$ cat config.mk
export PLATFORM = sky130hd
export DESIGN_NAME = midi_loopback_delay_meter_flat
export DESIGN_NICKNAME = d
export VERILOG_FILES = /design/src/rtl/core/mld_pkg.sv /design/src/rtl/core/mld_if.sv /design/src/rtl/core/mld_front.sv /design/src/rtl/core/mld_fifo.sv /design/src/rtl/core/mld_div.sv /design/src/rtl/core/mld_back.sv /design/src/rtl/core/midi_loopback_delay_meter.sv /design/src/flat_wrapper.sv
export SDC_FILE = /design/constraint.sdc
export NUM_CORES = 2
export LEC_CHECK = 0
export BUFFER_PORTS_ARGS = -buffer_cell sky130_fd_sc_hd__buf_2
export CAP_MARGIN = 20
export CELL_PAD_IN_SITES_DETAIL_PLACEMENT = 1
export CELL_PAD_IN_SITES_GLOBAL_PLACEMENT = 2
export CORE_AREA = 2 2 438 440
export DETAILED_ROUTE_END_ITERATION = 8
export DIE_AREA = 0 0 440 442
export GPL_ROUTABILITY_DRIVEN = 0
export PLACE_DENSITY_LB_ADDON = 0.1
export RECOVER_POWER = 25
export SLEW_MARGIN = 20
export SYNTH_ARGS = -nofsm -noshare
export SYNTH_HDL_FRONTEND = slang
export SYNTH_HIERARCHICAL = 1
export SYNTH_SLANG_ARGS = --single-unit
$ cat constraint.sdc
create_clock -name clk -period 15.5 [get_ports clk]
set_input_delay 1.55 -clock clk [delete_from_list [all_inputs] [get_ports clk]]
set_output_delay 1.55 -clock clk [all_outputs]
set_load 0.01 [all_outputs]
$ cat src/rtl/core/mld_pkg.sv
package mld_pkg;

  localparam int MEAN_FRAC = 16;
  localparam int DLY_W     = 21;
  localparam int MEAN_W    = DLY_W + MEAN_FRAC;
  localparam int TOT_W     = 56;
  localparam int DVD_W     = 56;
  localparam int DVS_W     = 33;
  localparam int PROD_W    = 2 * MEAN_W;
  localparam int HALF_W    = (MEAN_W + 1) / 2;
  localparam int CFG_IDX_W = 2;
  localparam int CFG_DAT_W = 32;

  localparam logic [CFG_IDX_W-1:0] REG_START_COUNT  = 2'd0;
  localparam logic [CFG_IDX_W-1:0] REG_PROBE_FORMAT = 2'd1;

  localparam logic [1:0] KIND_START = 2'd0;
  localparam logic [1:0] KIND_EVENT = 2'd1;
  localparam logic [1:0] KIND_END   = 2'd2;

  localparam logic [7:0] ST_SPP   = 8'hF2;
  localparam logic [7:0] ST_SYSEX = 8'hF0;
  localparam logic [7:0] SYSEX_RT = 8'h7F;
  localparam logic [7:0] MTC_ID   = 8'h01;
  localparam logic [7:0] SYSEX_END = 8'hF7;

  typedef enum logic [1:0] {
    OP_PROBE3,
    OP_PROBE10,
    OP_MEASURE
  } op_t;

  typedef struct packed {
    op_t              op;
    logic [31:0]      ctr;
    logic [DLY_W-1:0] dly;
  } cmd_t;

  typedef struct packed {
    logic             start;
    logic [DVD_W-1:0] dividend;
    logic [DVS_W-1:0] divisor;
  } div_req_t;

  typedef struct packed {
    logic             done;
    logic [DVD_W-1:0] quotient;
  } div_rsp_t;

  typedef struct packed {
    logic              result_kind;
    logic [7:0]        probe_byte;
    logic              last;
    logic [DLY_W-1:0]  delay;
    logic [31:0]       sample_count;
    logic [DLY_W-1:0]  average_delay;
    logic [DLY_W-1:0]  min_delay;
    logic [DLY_W-1:0]  max_delay;
    logic [MEAN_W-1:0] running_mean;
    logic [63:0]       square_sum;
    logic [31:0]       last_signal_time;
  } res_t;

  typedef enum logic [2:0] {
    S_IDLE,
    S_PROBE,
    S_LOAD,
    S_WDIV,
    S_MUL,
    S_STAT,
    S_ADIV,
    S_OUT
  } bstate_t;

  function automatic logic [7:0] probe_at(input op_t op, input logic [3:0] k,
                                          input logic [31:0] c);
    logic [7:0] b;
    b = 8'h00;
    if (op == OP_PROBE3) begin
      unique case (k)
        4'd0: b = ST_SPP;
        4'd1: b = {1'b0, c[6:0]};
        4'd2: b = {1'b0, c[13:7]};
        default: b = 8'h00;
      endcase
    end else begin
      unique case (k)
        4'd0: b = ST_SYSEX;
        4'd1: b = SYSEX_RT;
        4'd2: b = SYSEX_RT;
        4'd3: b = MTC_ID;
        4'd4: b = MTC_ID;
        4'd5: b = {1'b0, c[6:0]};
        4'd6: b = {1'b0, c[13:7]};
        4'd7: b = {1'b0, c[20:14]};
        4'd8: b = {1'b0, c[27:21]};
        4'd9: b = SYSEX_END;
        default: b = 8'h00;
      endcase
    end
    return b;
  endfunction

endpackage

$ cat src/rtl/core/mld_if.sv
interface mld_in_if;
  logic       valid;
  logic       ready;
  logic [1:0] kind;
  logic [13:0] period_frames;
  logic [12:0] timestamp;
  logic [3:0] msg_length;
  logic [7:0] status_byte;
  logic [7:0] byte1;
  logic [7:0] byte2;
  logic [7:0] byte5;
  logic [7:0] byte6;
  logic [7:0] byte7;
  modport source(output valid, kind, period_frames, timestamp, msg_length, status_byte,
                 byte1, byte2, byte5, byte6, byte7, input ready);
  modport sink(input valid, kind, period_frames, timestamp, msg_length, status_byte,
               byte1, byte2, byte5, byte6, byte7, output ready);
endinterface

interface mld_out_if;
  logic        valid;
  logic        ready;
  logic        result_kind;
  logic [7:0]  probe_byte;
  logic        last;
  logic [20:0] delay;
  logic [31:0] sample_count;
  logic [20:0] average_delay;
  logic [20:0] min_delay;
  logic [20:0] max_delay;
  logic [36:0] running_mean;
  logic [63:0] square_sum;
  logic [31:0] last_signal_time;
  modport source(output valid, result_kind, probe_byte, last, delay, sample_count,
                 average_delay, min_delay, max_delay, running_mean, square_sum,
                 last_signal_time, input ready);
  modport sink(input valid, result_kind, probe_byte, last, delay, sample_count,
               average_delay, min_delay, max_delay, running_mean, square_sum,
               last_signal_time, output ready);
endinterface

$ cat src/rtl/core/mld_front.sv
module mld_front #(
  parameter int COUNTER_BITS = 32
) (
  input  logic                            clk,
  input  logic                            rst_n,
  mld_in_if.sink                          in_ch,
  input  logic                            cfg_we,
  input  logic [mld_pkg::CFG_IDX_W-1:0]   cfg_idx,
  input  logic [mld_pkg::CFG_DAT_W-1:0]   cfg_data,
  input  logic                            q_full,
  output logic                            q_push,
  output mld_pkg::cmd_t                   q_cmd
);
  import mld_pkg::*;

  logic [COUNTER_BITS-1:0] cnt_r, cnt_nxt;
  logic                    fmt_r, fmt_nxt;
  logic                    acc;
  logic                    m3, m10;
  logic [DLY_W-1:0]        base, ti;

  assign in_ch.ready = !q_full;
  assign acc = in_ch.valid && in_ch.ready;

  always_comb begin
    m3   = (in_ch.msg_length == 4'd3) && (in_ch.status_byte == ST_SPP);
    m10  = (in_ch.msg_length == 4'd10) && (in_ch.status_byte == ST_SYSEX);
    base = DLY_W'(cnt_r) + DLY_W'(in_ch.timestamp);
    if (m3) begin
      ti = DLY_W'({in_ch.byte2[6:0], in_ch.byte1[6:0]});
    end else begin
      ti = {in_ch.byte7[6:0], in_ch.byte6[6:0], in_ch.byte5[6:0]};
    end
    q_cmd.ctr = 32'(cnt_r);
    q_cmd.dly = base - ti;
    if (m3) begin
      q_cmd.dly[DLY_W-1:14] = '0;
    end
    q_cmd.op = OP_MEASURE;
    q_push   = 1'b0;
    cnt_nxt  = cnt_r;
    fmt_nxt  = fmt_r;
    if (acc) begin
      unique case (in_ch.kind)
        KIND_START: begin
          q_cmd.op = fmt_r ? OP_PROBE10 : OP_PROBE3;
          q_push   = 1'b1;
        end
        KIND_EVENT: begin
          q_push = m3 || m10;
        end
        KIND_END: begin
          cnt_nxt = cnt_r + COUNTER_BITS'(in_ch.period_frames);
        end
        default: ;
      endcase
    end
    if (cfg_we) begin
      unique case (cfg_idx)
        REG_START_COUNT:  cnt_nxt = COUNTER_BITS'(cfg_data);
        REG_PROBE_FORMAT: fmt_nxt = cfg_data[0];
        default: ;
      endcase
    end
  end

  always_ff @(posedge clk) begin
    if (!rst_n) begin
      cnt_r <= COUNTER_BITS'(48000);
      fmt_r <= 1'b0;
    end else begin
      cnt_r <= cnt_nxt;
      fmt_r <= fmt_nxt;
    end
  end

endmodule

$ cat src/rtl/core/mld_fifo.sv
module mld_fifo (
  input  logic          clk,
  input  logic          rst_n,
  input  logic          push,
  input  mld_pkg::cmd_t push_cmd,
  input  logic          pop,
  output logic          full,
  output logic          empty,
  output mld_pkg::cmd_t head
);
  import mld_pkg::*;

  cmd_t       mem_r [2];
  logic       wp_r, rp_r;
  logic [1:0] cnt_r;

  assign full  = (cnt_r == 2'd2);
  assign empty = (cnt_r == 2'd0);
  assign head  = mem_r[rp_r];

  always_ff @(posedge clk) begin
    if (push) begin
      mem_r[wp_r] <= push_cmd;
    end
  end

  always_ff @(posedge clk) begin
    if (!rst_n) begin
      wp_r  <= 1'b0;
      rp_r  <= 1'b0;
      cnt_r <= 2'd0;
    end else begin
      if (push) wp_r <= !wp_r;
      if (pop)  rp_r <= !rp_r;
      cnt_r <= cnt_r + 2'(push) - 2'(pop);
    end
  end

  a_no_overflow: assert property (@(posedge clk) disable iff (!rst_n) full |-> !push)
    else $error("queue push while full");
  a_no_underflow: assert property (@(posedge clk) disable iff (!rst_n) empty |-> !pop)
    else $error("queue pop while empty");
  a_cnt_range: assert property (@(posedge clk) disable iff (!rst_n) cnt_r <= 2'd2)
    else $error("queue count out of range");

endmodule

$ cat src/rtl/core/mld_div.sv
module mld_div (
  input  logic              clk,
  input  logic              rst_n,
  input  mld_pkg::div_req_t req,
  output mld_pkg::div_rsp_t rsp
);
  import mld_pkg::*;

  localparam int CW = $clog2(DVD_W + 1);

  logic             busy_r;
  logic             done_r;
  logic [CW-1:0]    cnt_r;
  logic [DVS_W:0]   rem_r;
  logic [DVD_W-1:0] quo_r;
  logic [DVS_W-1:0] dvs_r;
  logic [DVS_W:0]   rem_sh;
  logic             ge;

  always_comb begin
    rem_sh = {rem_r[DVS_W-1:0], quo_r[DVD_W-1]};
    ge     = rem_sh >= {1'b0, dvs_r};
  end

  assign rsp.quotient = quo_r;
  assign rsp.done     = done_r;

  always_ff @(posedge clk) begin
    if (req.start) begin
      rem_r <= '0;
      quo_r <= req.dividend;
      dvs_r <= req.divisor;
    end else if (busy_r) begin
      rem_r <= ge ? rem_sh - {1'b0, dvs_r} : rem_sh;
      quo_r <= {quo_r[DVD_W-2:0], ge};
    end
  end

  always_ff @(posedge clk) begin
    if (!rst_n) begin
      busy_r <= 1'b0;
      cnt_r  <= '0;
      done_r <= 1'b0;
    end else begin
      done_r <= 1'b0;
      if (req.start) begin
        busy_r <= 1'b1;
        cnt_r  <= CW'(DVD_W - 1);
      end else if (busy_r) begin
        cnt_r <= cnt_r - 1'b1;
        if (cnt_r == '0) begin
          busy_r <= 1'b0;
          done_r <= 1'b1;
        end
      end
    end
  end

endmodule

$ cat src/rtl/core/mld_back.sv
module mld_back (
  input  logic              clk,
  input  logic              rst_n,
  input  logic              q_empty,
  input  mld_pkg::cmd_t     q_head,
  output logic              q_pop,
  output mld_pkg::div_req_t dreq,
  input  mld_pkg::div_rsp_t drsp,
  mld_out_if.source         out_ch
);
  import mld_pkg::*;

  bstate_t           state_r, state_nxt;
  cmd_t              cmd_r;
  logic [3:0]        k_r, k_nxt;
  logic [1:0]        j_r, j_nxt;
  logic [31:0]       mcnt_r;
  logic [TOT_W-1:0]  tot_r;
  logic [DLY_W-1:0]  min_r, max_r, avg_r;
  logic [MEAN_W-1:0] mean_r, nw_r, da_r, db_r, x;
  logic [63:0]       sum_r;
  logic [31:0]       sig_r;
  logic [PROD_W-1:0] acc_r;
  logic              out_valid_r;
  res_t              out_r, res;
  logic              free, last_byte;
  logic [MEAN_W-1:0] q37, nw;
  logic [HALF_W-1:0] ap, bp;
  logic [2*HALF_W-1:0] pp;
  logic [PROD_W-1:0] pp_sh;
  logic [64:0]       sum_add;
  logic [TOT_W:0]    tot_add;
  logic [31:0]       mcnt_nxt;
  logic [TOT_W-1:0]  tot_nxt;

  assign free = !out_valid_r || out_ch.ready;
  assign x    = {cmd_r.dly, MEAN_FRAC'(0)};
  assign q37  = drsp.quotient[MEAN_W-1:0];
  assign last_byte = (cmd_r.op == OP_PROBE3) ? (k_r == 4'd2) : (k_r == 4'd9);

  always_comb begin
    nw    = (x >= mean_r) ? mean_r + q37 : mean_r - q37;
    ap    = j_r[0] ? HALF_W'(da_r[MEAN_W-1:HALF_W]) : da_r[HALF_W-1:0];
    bp    = j_r[1] ? HALF_W'(db_r[MEAN_W-1:HALF_W]) : db_r[HALF_W-1:0];
    pp    = ap * bp;
    pp_sh = PROD_W'(pp) << (HALF_W * (32'(j_r[0]) + 32'(j_r[1])));
    sum_add  = {1'b0, sum_r} + 65'(acc_r[PROD_W-1:MEAN_FRAC]);
    tot_add  = {1'b0, tot_r} + (TOT_W + 1)'(cmd_r.dly);
    tot_nxt  = tot_add[TOT_W] ? '1 : tot_add[TOT_W-1:0];
    mcnt_nxt = (mcnt_r == '1) ? mcnt_r : mcnt_r + 1'b1;
  end

  always_comb begin
    res = '0;
    if (state_r == S_PROBE) begin
      res.probe_byte = probe_at(cmd_r.op, k_r, cmd_r.ctr);
      res.last       = last_byte;
    end else begin
      res.result_kind      = 1'b1;
      res.last             = 1'b1;
      res.delay            = cmd_r.dly;
      res.sample_count     = mcnt_r;
      res.average_delay    = avg_r;
      res.min_delay        = min_r;
      res.max_delay        = max_r;
      res.running_mean     = mean_r;
      res.square_sum       = sum_r;
      res.last_signal_time = sig_r;
    end
  end

  always_comb begin
    state_nxt     = state_r;
    k_nxt         = k_r;
    j_nxt         = j_r;
    q_pop         = 1'b0;
    dreq.start    = 1'b0;
    dreq.dividend = DVD_W'((x >= mean_r) ? x - mean_r : mean_r - x);
    dreq.divisor  = DVS_W'(mcnt_r) + 1'b1;
    unique case (state_r)
      S_IDLE: begin
        if (!q_empty) begin
          q_pop     = 1'b1;
          k_nxt     = '0;
          state_nxt = (q_head.op == OP_MEASURE) ? S_LOAD : S_PROBE;
        end
      end
      S_PROBE: begin
        if (free) begin
          k_nxt = k_r + 1'b1;
          if (last_byte) state_nxt = S_IDLE;
        end
      end
      S_LOAD: begin
        if (mcnt_r == '0) begin
          state_nxt = S_STAT;
        end else begin
          dreq.start = 1'b1;
          state_nxt  = S_WDIV;
        end
      end
      S_WDIV: begin
        j_nxt = '0;
        if (drsp.done) state_nxt = S_MUL;
      end
      S_MUL: begin
        j_nxt = j_r + 1'b1;
        if (j_r == 2'd3) state_nxt = S_STAT;
      end
      S_STAT: begin
        dreq.start    = 1'b1;
        dreq.dividend = DVD_W'(tot_nxt);
        dreq.divisor  = DVS_W'(mcnt_nxt);
        state_nxt     = S_ADIV;
      end
      S_ADIV: begin
        if (drsp.done) state_nxt = S_OUT;
      end
      S_OUT: begin
        if (free) state_nxt = S_IDLE;
      end
      default: state_nxt = S_IDLE;
    endcase
  end

  always_ff @(posedge clk) begin
    if (q_pop) cmd_r <= q_head;
    if (state_r == S_LOAD) begin
      nw_r  <= x;
      acc_r <= '0;
    end
    if (state_r == S_WDIV && drsp.done) begin
      nw_r  <= nw;
      da_r  <= (x >= nw) ? x - nw : nw - x;
      db_r  <= (x >= mean_r) ? x - mean_r : mean_r - x;
      acc_r <= '0;
    end
    if (state_r == S_MUL) acc_r <= acc_r + pp_sh;
    if (state_r == S_ADIV && drsp.done) begin
      avg_r <= (drsp.quotient > DVD_W'({DLY_W{1'b1}})) ? '1 : drsp.quotient[DLY_W-1:0];
    end
    if ((state_r == S_PROBE || state_r == S_OUT) && free) out_r <= res;
  end

  always_ff @(posedge clk) begin
    if (!rst_n) begin
      state_r     <= S_IDLE;
      k_r         <= '0;
      j_r         <= '0;
      out_valid_r <= 1'b0;
      mcnt_r      <= '0;
      tot_r       <= '0;
      min_r       <= '1;
      max_r       <= '0;
    end else begin
      state_r <= state_nxt;
      k_r     <= k_nxt;
      j_r     <= j_nxt;
      if (free) out_valid_r <= (state_r == S_PROBE) || (state_r == S_OUT);
      if (state_r == S_STAT) begin
        mcnt_r <= mcnt_nxt;
        tot_r  <= tot_nxt;
        if (cmd_r.dly < min_r) min_r <= cmd_r.dly;
        if (cmd_r.dly > max_r) max_r <= cmd_r.dly;
      end
    end
  end

  always_ff @(posedge clk) begin
    if (!rst_n) begin
      mean_r <= '0;
      sum_r  <= '0;
      sig_r  <= '0;
    end else if (state_r == S_STAT) begin
      mean_r <= nw_r;
      sum_r  <= sum_add[64] ? '1 : sum_add[63:0];
      sig_r  <= cmd_r.ctr;
    end
  end

  assign out_ch.valid            = out_valid_r;
  assign out_ch.result_kind      = out_r.result_kind;
  assign out_ch.probe_byte       = out_r.probe_byte;
  assign out_ch.last             = out_r.last;
  assign out_ch.delay            = out_r.delay;
  assign out_ch.sample_count     = out_r.sample_count;
  assign out_ch.average_delay    = out_r.average_delay;
  assign out_ch.min_delay        = out_r.min_delay;
  assign out_ch.max_delay        = out_r.max_delay;
  assign out_ch.running_mean     = out_r.running_mean;
  assign out_ch.square_sum       = out_r.square_sum;
  assign out_ch.last_signal_time = out_r.last_signal_time;

  a_done_when_waiting: assert property (@(posedge clk) disable iff (!rst_n)
    drsp.done |-> (state_r == S_WDIV || state_r == S_ADIV))
    else $error("divider done outside a wait state");
  a_min_le_max: assert property (@(posedge clk) disable iff (!rst_n)
    (mcnt_r != '0) |-> (min_r <= max_r))
    else $error("min above max");
  a_count_mono: assert property (@(posedge clk) disable iff (!rst_n)
    1'b1 |=> (mcnt_r >= $past(mcnt_r)))
    else $error("measurement count went down");

endmodule

$ cat src/rtl/core/midi_loopback_delay_meter.sv
// channel | dir | handshake     | payload
// in_ch   | in  | valid & ready | kind, period_frames, timestamp, msg, echo bytes
// out_ch  | out | valid & ready | probe byte or delay with statistics
// cfg     | in  | cfg_we        | cfg_idx, cfg_data (start_count, probe_format)
// A probe sends 3 or 10 bytes, one byte per cycle while out_ch is not stalled; a period end
// or a dropped event stays in the front end. A measurement uses two passes of the shared
// one-bit-per-cycle divider (Welford step, then average) and four partial products for
// the squared deviation; the first measurement makes only the average pass, with no products.
// Reset is synchronous; it clears the queue, the statistics and loads the counter.
// A two-entry queue lets the input side run ahead while the back end stalls.
module midi_loopback_delay_meter #(
  parameter int COUNTER_BITS = 32
) (
  input  logic                          clk,
  input  logic                          rst_n,
  mld_in_if.sink                        in_ch,
  mld_out_if.source                     out_ch,
  input  logic                          cfg_we,
  input  logic [mld_pkg::CFG_IDX_W-1:0] cfg_idx,
  input  logic [mld_pkg::CFG_DAT_W-1:0] cfg_data
);
  import mld_pkg::*;

  logic     q_full, q_empty, q_push, q_pop;
  cmd_t     q_cmd, q_head;
  div_req_t dreq;
  div_rsp_t drsp;

  mld_front #(.COUNTER_BITS(COUNTER_BITS)) u_front (
    .clk(clk), .rst_n(rst_n), .in_ch(in_ch),
    .cfg_we(cfg_we), .cfg_idx(cfg_idx), .cfg_data(cfg_data),
    .q_full(q_full), .q_push(q_push), .q_cmd(q_cmd)
  );

  mld_fifo u_fifo (
    .clk(clk), .rst_n(rst_n), .push(q_push), .push_cmd(q_cmd),
    .pop(q_pop), .full(q_full), .empty(q_empty), .head(q_head)
  );

  mld_div u_div (.clk(clk), .rst_n(rst_n), .req(dreq), .rsp(drsp));

  mld_back u_back (
    .clk(clk), .rst_n(rst_n), .q_empty(q_empty), .q_head(q_head), .q_pop(q_pop),
    .dreq(dreq), .drsp(drsp), .out_ch(out_ch)
  );

endmodule

$ cat src/flat_wrapper.sv
// flat-port wrapper written by rule: the top's interface ports become plain ports
module midi_loopback_delay_meter_flat import mld_pkg::*;
#(
  parameter int COUNTER_BITS = 32
)
  (clk, rst_n, cfg_we, cfg_idx, cfg_data, in_ch_valid, in_ch_kind, in_ch_period_frames, in_ch_timestamp, in_ch_msg_length, in_ch_status_byte, in_ch_byte1, in_ch_byte2, in_ch_byte5, in_ch_byte6, in_ch_byte7, in_ch_ready, out_ch_valid, out_ch_result_kind, out_ch_probe_byte, out_ch_last, out_ch_delay, out_ch_sample_count, out_ch_average_delay, out_ch_min_delay, out_ch_max_delay, out_ch_running_mean, out_ch_square_sum, out_ch_last_signal_time, out_ch_ready);
  mld_in_if in_ch_i ();
  mld_out_if out_ch_i ();
  input  logic clk;
  input  logic rst_n;
  input  logic cfg_we;
  input  logic [mld_pkg::CFG_IDX_W-1:0] cfg_idx;
  input  logic [mld_pkg::CFG_DAT_W-1:0] cfg_data;
  input wire logic [$bits(in_ch_i.valid)-1:0] in_ch_valid;
  input wire logic [$bits(in_ch_i.kind)-1:0] in_ch_kind;
  input wire logic [$bits(in_ch_i.period_frames)-1:0] in_ch_period_frames;
  input wire logic [$bits(in_ch_i.timestamp)-1:0] in_ch_timestamp;
  input wire logic [$bits(in_ch_i.msg_length)-1:0] in_ch_msg_length;
  input wire logic [$bits(in_ch_i.status_byte)-1:0] in_ch_status_byte;
  input wire logic [$bits(in_ch_i.byte1)-1:0] in_ch_byte1;
  input wire logic [$bits(in_ch_i.byte2)-1:0] in_ch_byte2;
  input wire logic [$bits(in_ch_i.byte5)-1:0] in_ch_byte5;
  input wire logic [$bits(in_ch_i.byte6)-1:0] in_ch_byte6;
  input wire logic [$bits(in_ch_i.byte7)-1:0] in_ch_byte7;
  output wire logic [$bits(in_ch_i.ready)-1:0] in_ch_ready;
  output wire logic [$bits(out_ch_i.valid)-1:0] out_ch_valid;
  output wire logic [$bits(out_ch_i.result_kind)-1:0] out_ch_result_kind;
  output wire logic [$bits(out_ch_i.probe_byte)-1:0] out_ch_probe_byte;
  output wire logic [$bits(out_ch_i.last)-1:0] out_ch_last;
  output wire logic [$bits(out_ch_i.delay)-1:0] out_ch_delay;
  output wire logic [$bits(out_ch_i.sample_count)-1:0] out_ch_sample_count;
  output wire logic [$bits(out_ch_i.average_delay)-1:0] out_ch_average_delay;
  output wire logic [$bits(out_ch_i.min_delay)-1:0] out_ch_min_delay;
  output wire logic [$bits(out_ch_i.max_delay)-1:0] out_ch_max_delay;
  output wire logic [$bits(out_ch_i.running_mean)-1:0] out_ch_running_mean;
  output wire logic [$bits(out_ch_i.square_sum)-1:0] out_ch_square_sum;
  output wire logic [$bits(out_ch_i.last_signal_time)-1:0] out_ch_last_signal_time;
  input wire logic [$bits(out_ch_i.ready)-1:0] out_ch_ready;
  assign in_ch_i.valid = in_ch_valid;
  assign in_ch_i.kind = in_ch_kind;
  assign in_ch_i.period_frames = in_ch_period_frames;
  assign in_ch_i.timestamp = in_ch_timestamp;
  assign in_ch_i.msg_length = in_ch_msg_length;
  assign in_ch_i.status_byte = in_ch_status_byte;
  assign in_ch_i.byte1 = in_ch_byte1;
  assign in_ch_i.byte2 = in_ch_byte2;
  assign in_ch_i.byte5 = in_ch_byte5;
  assign in_ch_i.byte6 = in_ch_byte6;
  assign in_ch_i.byte7 = in_ch_byte7;
  assign in_ch_ready = in_ch_i.ready;
  assign out_ch_valid = out_ch_i.valid;
  assign out_ch_result_kind = out_ch_i.result_kind;
  assign out_ch_probe_byte = out_ch_i.probe_byte;
  assign out_ch_last = out_ch_i.last;
  assign out_ch_delay = out_ch_i.delay;
  assign out_ch_sample_count = out_ch_i.sample_count;
  assign out_ch_average_delay = out_ch_i.average_delay;
  assign out_ch_min_delay = out_ch_i.min_delay;
  assign out_ch_max_delay = out_ch_i.max_delay;
  assign out_ch_running_mean = out_ch_i.running_mean;
  assign out_ch_square_sum = out_ch_i.square_sum;
  assign out_ch_last_signal_time = out_ch_i.last_signal_time;
  assign out_ch_i.ready = out_ch_ready;
  midi_loopback_delay_meter #(.COUNTER_BITS(COUNTER_BITS)) u_core (.clk(clk), .rst_n(rst_n), .in_ch(in_ch_i), .out_ch(out_ch_i), .cfg_we(cfg_we), .cfg_idx(cfg_idx), .cfg_data(cfg_data));
endmodule
* Word-level counts from Yosys, hierarchy flattened
Memory sizes are Yosys's and may differ from the RTL's. A register that Yosys moved wholly into a read port is not among the register bits.
Cells that the tools add are included.
Widths: inputs -> output; s select.
** Cells by class
- $add $sub $neg :: 23
- $mul :: 2
- Divide/modulo/power cells :: 0
- Order comparisons :: 6
- Equality and inequality tests :: 34
- Shifts and indexed selects :: 1
- Mux-type cells :: 62
- Bitwise operators :: 2
- Reduce and logical (&&, ||, !) cells :: 35
** Operator list (number)
- $mux 56 :: 4
- $mux 74 :: 3
- $mux 37 :: 5
- $sub 37x37->37 :: 5
- $mux 32 :: 5
- $mux 89 :: 1
- $sub 37x37->38 :: 2
- $add 74x74->74 :: 1
- $ge 37x37->1 :: 2
- $shl 38x7->74 :: 1
- $add 64x58->65 :: 1
- $mux 64 :: 1
- $pmux 8 s8 :: 1
- $add 56x21->57 :: 1
- $gt 56x21->1 const B :: 1
- $mul 19x19->38 :: 1
- $mux 19 :: 2
- $add 37x37->37 :: 1
- $ge 34x33->1 :: 1
- $add 32x1->33 const B :: 1
- $mux 33 :: 1
- $sub 33x33->33 :: 1
- $add 32x1->32 const B :: 1
- $add 32x14->32 :: 1
- other kinds (53) :: 121
** Word-level totals
- Register bits after elaboration :: 960
- Bits in latches :: 0
- Bits in writable memories :: 110
- Bits in read-only memories :: 0
- Input bits :: 120
- Output and inout bits :: 261
- Word-level logic and storage cells :: 209
- Memories kept :: 1
** Memory list
- u_core.u_fifo.mem_r :: words 2, bits a word 55, read ports 1, clocked after Yosys merged registers in 1, write ports 1, RTL line mld_fifo.sv:13 : cmd_t mem_r [2];

* Depth between registers and ports, before layout
- Depth in word-level cells :: 7
- Depth in mapped cells :: 46
- Depth with buffers taken out :: 41

* Modules after synthesis
Netlist, hierarchy kept.
** By module, submodules not included
- mld_back :: instances 1, cells each 6841, area an instance 61733.0 um^2, seq. area each 21080.2 um^2
- mld_div :: instances 1, cells each 663, area an instance 7206.9 um^2, seq. area each 3493.4 um^2
- mld_fifo :: instances 1, cells each 192, area an instance 4446.8 um^2, seq. area each 3403.3 um^2
- mld_front :: instances 1, cells each 528, area an instance 4111.4 um^2, seq. area each 660.6 um^2

* Worst setup path before layout
OpenSTA, ideal clock, no wires.
- Path kind :: input port to flip-flop
- From :: input out_ch_ready
- To :: register u_core.u_back.out_r (netlist bit u_core/u_back/out_ch.average_delay[0]), enable pin
- Setup time :: 0.884 ns
- Arrival time :: 12.358 ns
- Required time :: 14.616 ns
- Path slack :: 2.258 ns
- Stages :: 2
- Path buffers :: 0
- Cells stage by stage :: nor2b_1 -> nor2_1
** Between the ends
- Word-level cells in the longest chain between the ends :: 2
** Ends and longest elaborated chain
- start: declaration :: RTL line flat_wrapper.sv:38 : input wire logic [$bits(out_ch_i.ready)-1:0] out_ch_ready;
- $logic_or 1x1->1 :: RTL line mld_back.sv:36 : assign free = !out_valid_r || out_ch.ready;
- $logic_and 1x1->1 :: RTL line mld_back.sv:142 : if ((state_r == S_PROBE || state_r == S_OUT) && free) out_r <= res;
- end signal: assignment :: RTL line mld_back.sv:142
- end: declaration :: RTL line mld_back.sv:25 : res_t out_r, res;
Every way passes these cells.
A chain may end at the register's enable or synchronous reset.

* Worst setup path after layout
- From :: register u_core.u_back.j_r[0]
- To :: register u_core.u_back.acc_r[73], data pin
** Between the ends
- Word-level cells in the longest chain between the ends :: 5
- Elaborated cells on any way between the ends :: 7
- Classes of those cells :: add/sub: 2; mul: 2; shift: 1; mux: 2
** Ends and longest elaborated chain
- start: declaration :: RTL line mld_back.sv:16 : logic [1:0] j_r, j_nxt;
- start signal: assignment :: RTL line mld_back.sv:158 : j_r <= j_nxt;
- $mux 19 or $add 1x1->2 (tied branches) :: RTL line mld_back.sv:43, mld_back.sv:46
- $mul 19x19->38 or $mul 5x2->7 (tied branches) :: RTL line mld_back.sv:45, mld_back.sv:46
- $shl 38x7->74 * :: RTL line mld_back.sv:46 : pp_sh = PROD_W'(pp) << (HALF_W * (32'(j_r[0]) + 32'(j_r[1])));
- $add 74x74->74 * :: RTL line mld_back.sv:138 : if (state_r == S_MUL) acc_r <= acc_r + pp_sh;
- $mux 74 * :: RTL line mld_back.sv:138
- end signal: assignment :: RTL line mld_back.sv:138
- end: declaration :: RTL line mld_back.sv:23 : logic [PROD_W-1:0] acc_r;
Mark *: on every way between the ends. The rest lies on a longest branch, timed or not.

==> out/results.tsv <==
metric	value	unit
most common cell after layout, fill and taps aside	nand2_1	
postcts setup bufs	0	
fin area	86040	sq um
Core Area	189600	sq um
port bufs	375	
ys async rst share	0	%
Die Wd	440	microns
Synth Area per Inst	9.423	sq um
CP max-delay cell	mux2i_1	
Fin. Hold Viols	0	
Multi-input gate area	44690	sq um
Fin Setup TNS	0	ns
Core Util, Final	45.38	%
max_cap viols	11	
Synth Cell Area	77500	sq um
post_cts resized	0	
CP most frequent cell	fa_1	
vias per std cell	5.657	
final setup fails	0	
CTS Buf Count	131	
HPWL Detailed	199.7	mm
Initial Util	40.88	%
DR iter-0 viols	3996	
H-tree depth reported by CTS	4	
maximum clock path buffer count	3	
Post-Synthesis Cells	8224	
Worst Hold Class	reg2reg	
antenna violations before repair	21	
Area growth, synth to finish	11.02	%
fillcell total	21590	
register bit total from synthesis	1071	
RSZ-0062 raised after global routing	false	
worst-margin pin slew	6.960	ns
chip height	442	microns
vias in the first global route	65240	
most frequent cells in the layout	831 x nand2_1, 801 x nor2_1, 719 x edfxtp_1, 662 x inv_1, 588 x a21oi_1	
routed length per instance	23.96	microns
die area	194500	sq um
register-to-register setup slack	2.64	ns
gr ovfl total	0	
R2R cell count	36	
CP endpoint kind	flip-flop	
CP arrival	13.39	ns
root buf cell	clkbuf_16	
via count	62580	
post-synth top area cell	edfxtp_1	
Nets	9392	
hold wc startpoint	u_core/u_back/sig_r[17]	
Worst-path clk slew	0.06	ns
TritonCTS clock tree	done	
Final Max Tran Viols	647	
sequential area share after synthesis	36.95	%
pin count of the biggest net entering global routing	133	
top cell type's share of synthesized area	27.86	%
Setup Skew	0.03545	ns
worst r2r src	u_core/u_back/j_r[0]	
Critical Path RT	16.03	ns
hold_buf cts	0	
Setup Crit Path Kind	reg2reg	
status	complete, but fails checks	
ANT nets after route	0	
hold endpoint	u_core/u_back/sig_r[17]	
failing checks	max-capacitance violations, max-slew violations	
DRC viols	0	
max_slew headroom	-364.0	%
ys flop type	edfxtp_1	
Worst setup SP type	flip-flop	
Net Count, Synth	9177	
global-route wire length before repair	403.1	mm
Seq. cell area	28640	sq um
min Tclk post-route	12.86	ns
maximum clock frequency	77.78	MHz
hold_ws	0.4506	ns
hold depth	2	
Reg2Reg Capture Point	u_core/u_back/acc_r[73]	
ratio of cells with drive above 1 in the final layout	9.650	%
# rows	160	
WL final	265.1	mm
clock sinks	1071	
YS warnings	6	
Area contributors post-synth	edfxtp_1 28%, dfxtp_1 9.1%, ha_1 8.5%	
Post-synth EDFFs	719	
delay of the slowest critical-path stage	0.94	ns
crit path max fanout	22	
DR pass1 iterations	6	
DP Area	81860	sq um
IO Count	381	
Global Route Usage Sum	26.88	%
post-route clock period utilization	82.95	%
Unique masters post-synth	113	
clock latency on the worst-skew pair	0.80	ns
## stage by stage
stage,setup slack (ns),std cells
floorplan,2.258,8224
global placement,2.652,10820
detailed placement,2.531,10820
CTS,2.486,11060
global route,1.844,11060
finish,2.642,11060
## cell families (layout without fill, tap and decap cells)
kind of cell               count (synthesis)  in the layout  synth area share [%]
xor gates and xnor gates                 436            436                 4.945
and+or+nand+nor                         2622           2622                 15.79
DFF                                     1071           1071                 36.95
muxes                                    263            263                 4.088
AOI/OAI and AO/OA                       1934           1934                 16.40
other                                      0              2                     0
adders and majority gates                833            833                 16.44
buffers and inverters                   1065           1390                 5.383
## state kept, by name, indices dropped and copies added, names as in the netlist, 33 cells and up, named ones only
name	flops
u_core/u_fifo/mem_r	110
u_core/u_back/acc_r	74
u_core/u_back/out_ch.square_sum	64
u_core/u_back/sum_r	64
u_core/u_back/tot_r	56
u_core/u_div/quo_r	56
u_core/u_back/cmd_r	55
u_core/u_back/da_r	37
u_core/u_back/db_r	37
u_core/u_back/mean_r	37
u_core/u_back/nw_r	37
u_core/u_back/out_ch.running_mean	37
u_core/u_div/dvs_r	33
u_core/u_div/rem_r	33
## area by class of cell
class | instances | area share, %
clock buffers | 171 | 4.235
flip-flops and latches | 1071 | 33.29
clock inverters | 72 | 1.038
diodes | 2 | 0.005817
well taps | 2511 | 3.652
inverters | 667 | 2.913
multi-input cells | 6088 | 51.94
repair buffers | 480 | 2.932
## critical path: cells and delay by family (launching register included)
family | cells | cell delay, ns
compound gates | 7 | 2.25
fa+ha+maj | 8 | 4.02
xor+xnor | 2 | 0.30
simple gates | 10 | 2.62
buf+inv | 5 | 0.65
mux | 4 | 2.10
flops | 1 | 0.59
## how the worst max path moves through the flow
stage                                             to                 start  slack [ns]
2_1_floorplan  u_core/u_back/out_ch.average_delay[0]          out_ch_ready        2.26
3_3_place_gp                 u_core/u_back/acc_r[70]  u_core/u_back/j_r[0]        2.65
3_5_place_dp                 u_core/u_back/acc_r[70]  u_core/u_back/j_r[0]        2.53
4_1_cts                      u_core/u_back/acc_r[70]  u_core/u_back/j_r[0]        2.49
5_1_grt                      u_core/u_back/acc_r[70]  u_core/u_back/j_r[0]        1.84
6_report                     u_core/u_back/acc_r[73]  u_core/u_back/j_r[0]        2.64
## synthesized netlist by cell type (all sizes together) (215+ instances only)
cell type / instances
nor2: 802
nand2: 835
inv: 667
ha: 524
a21o: 215
xnor2: 265
fa: 309
edfxtp: 719
dfxtp: 352
clkbuf: 339
o21ai: 394
a21oi: 596
## per-layer routing
layer / global-route usage (%) / vias up / share of wire (%)
met5: 0 / - / 0.0045
met1: 35.32 / 31570 / 44
met4: 8.958 / 2 / 3.5
li1: - / 29340 / -
met3: 2.700 / 359 / 3.5
met2: 46.05 / 1311 / 49
Power is not shown: default switching activity piles up to over one toggle a cycle in this logic, so the estimate is an artifact.
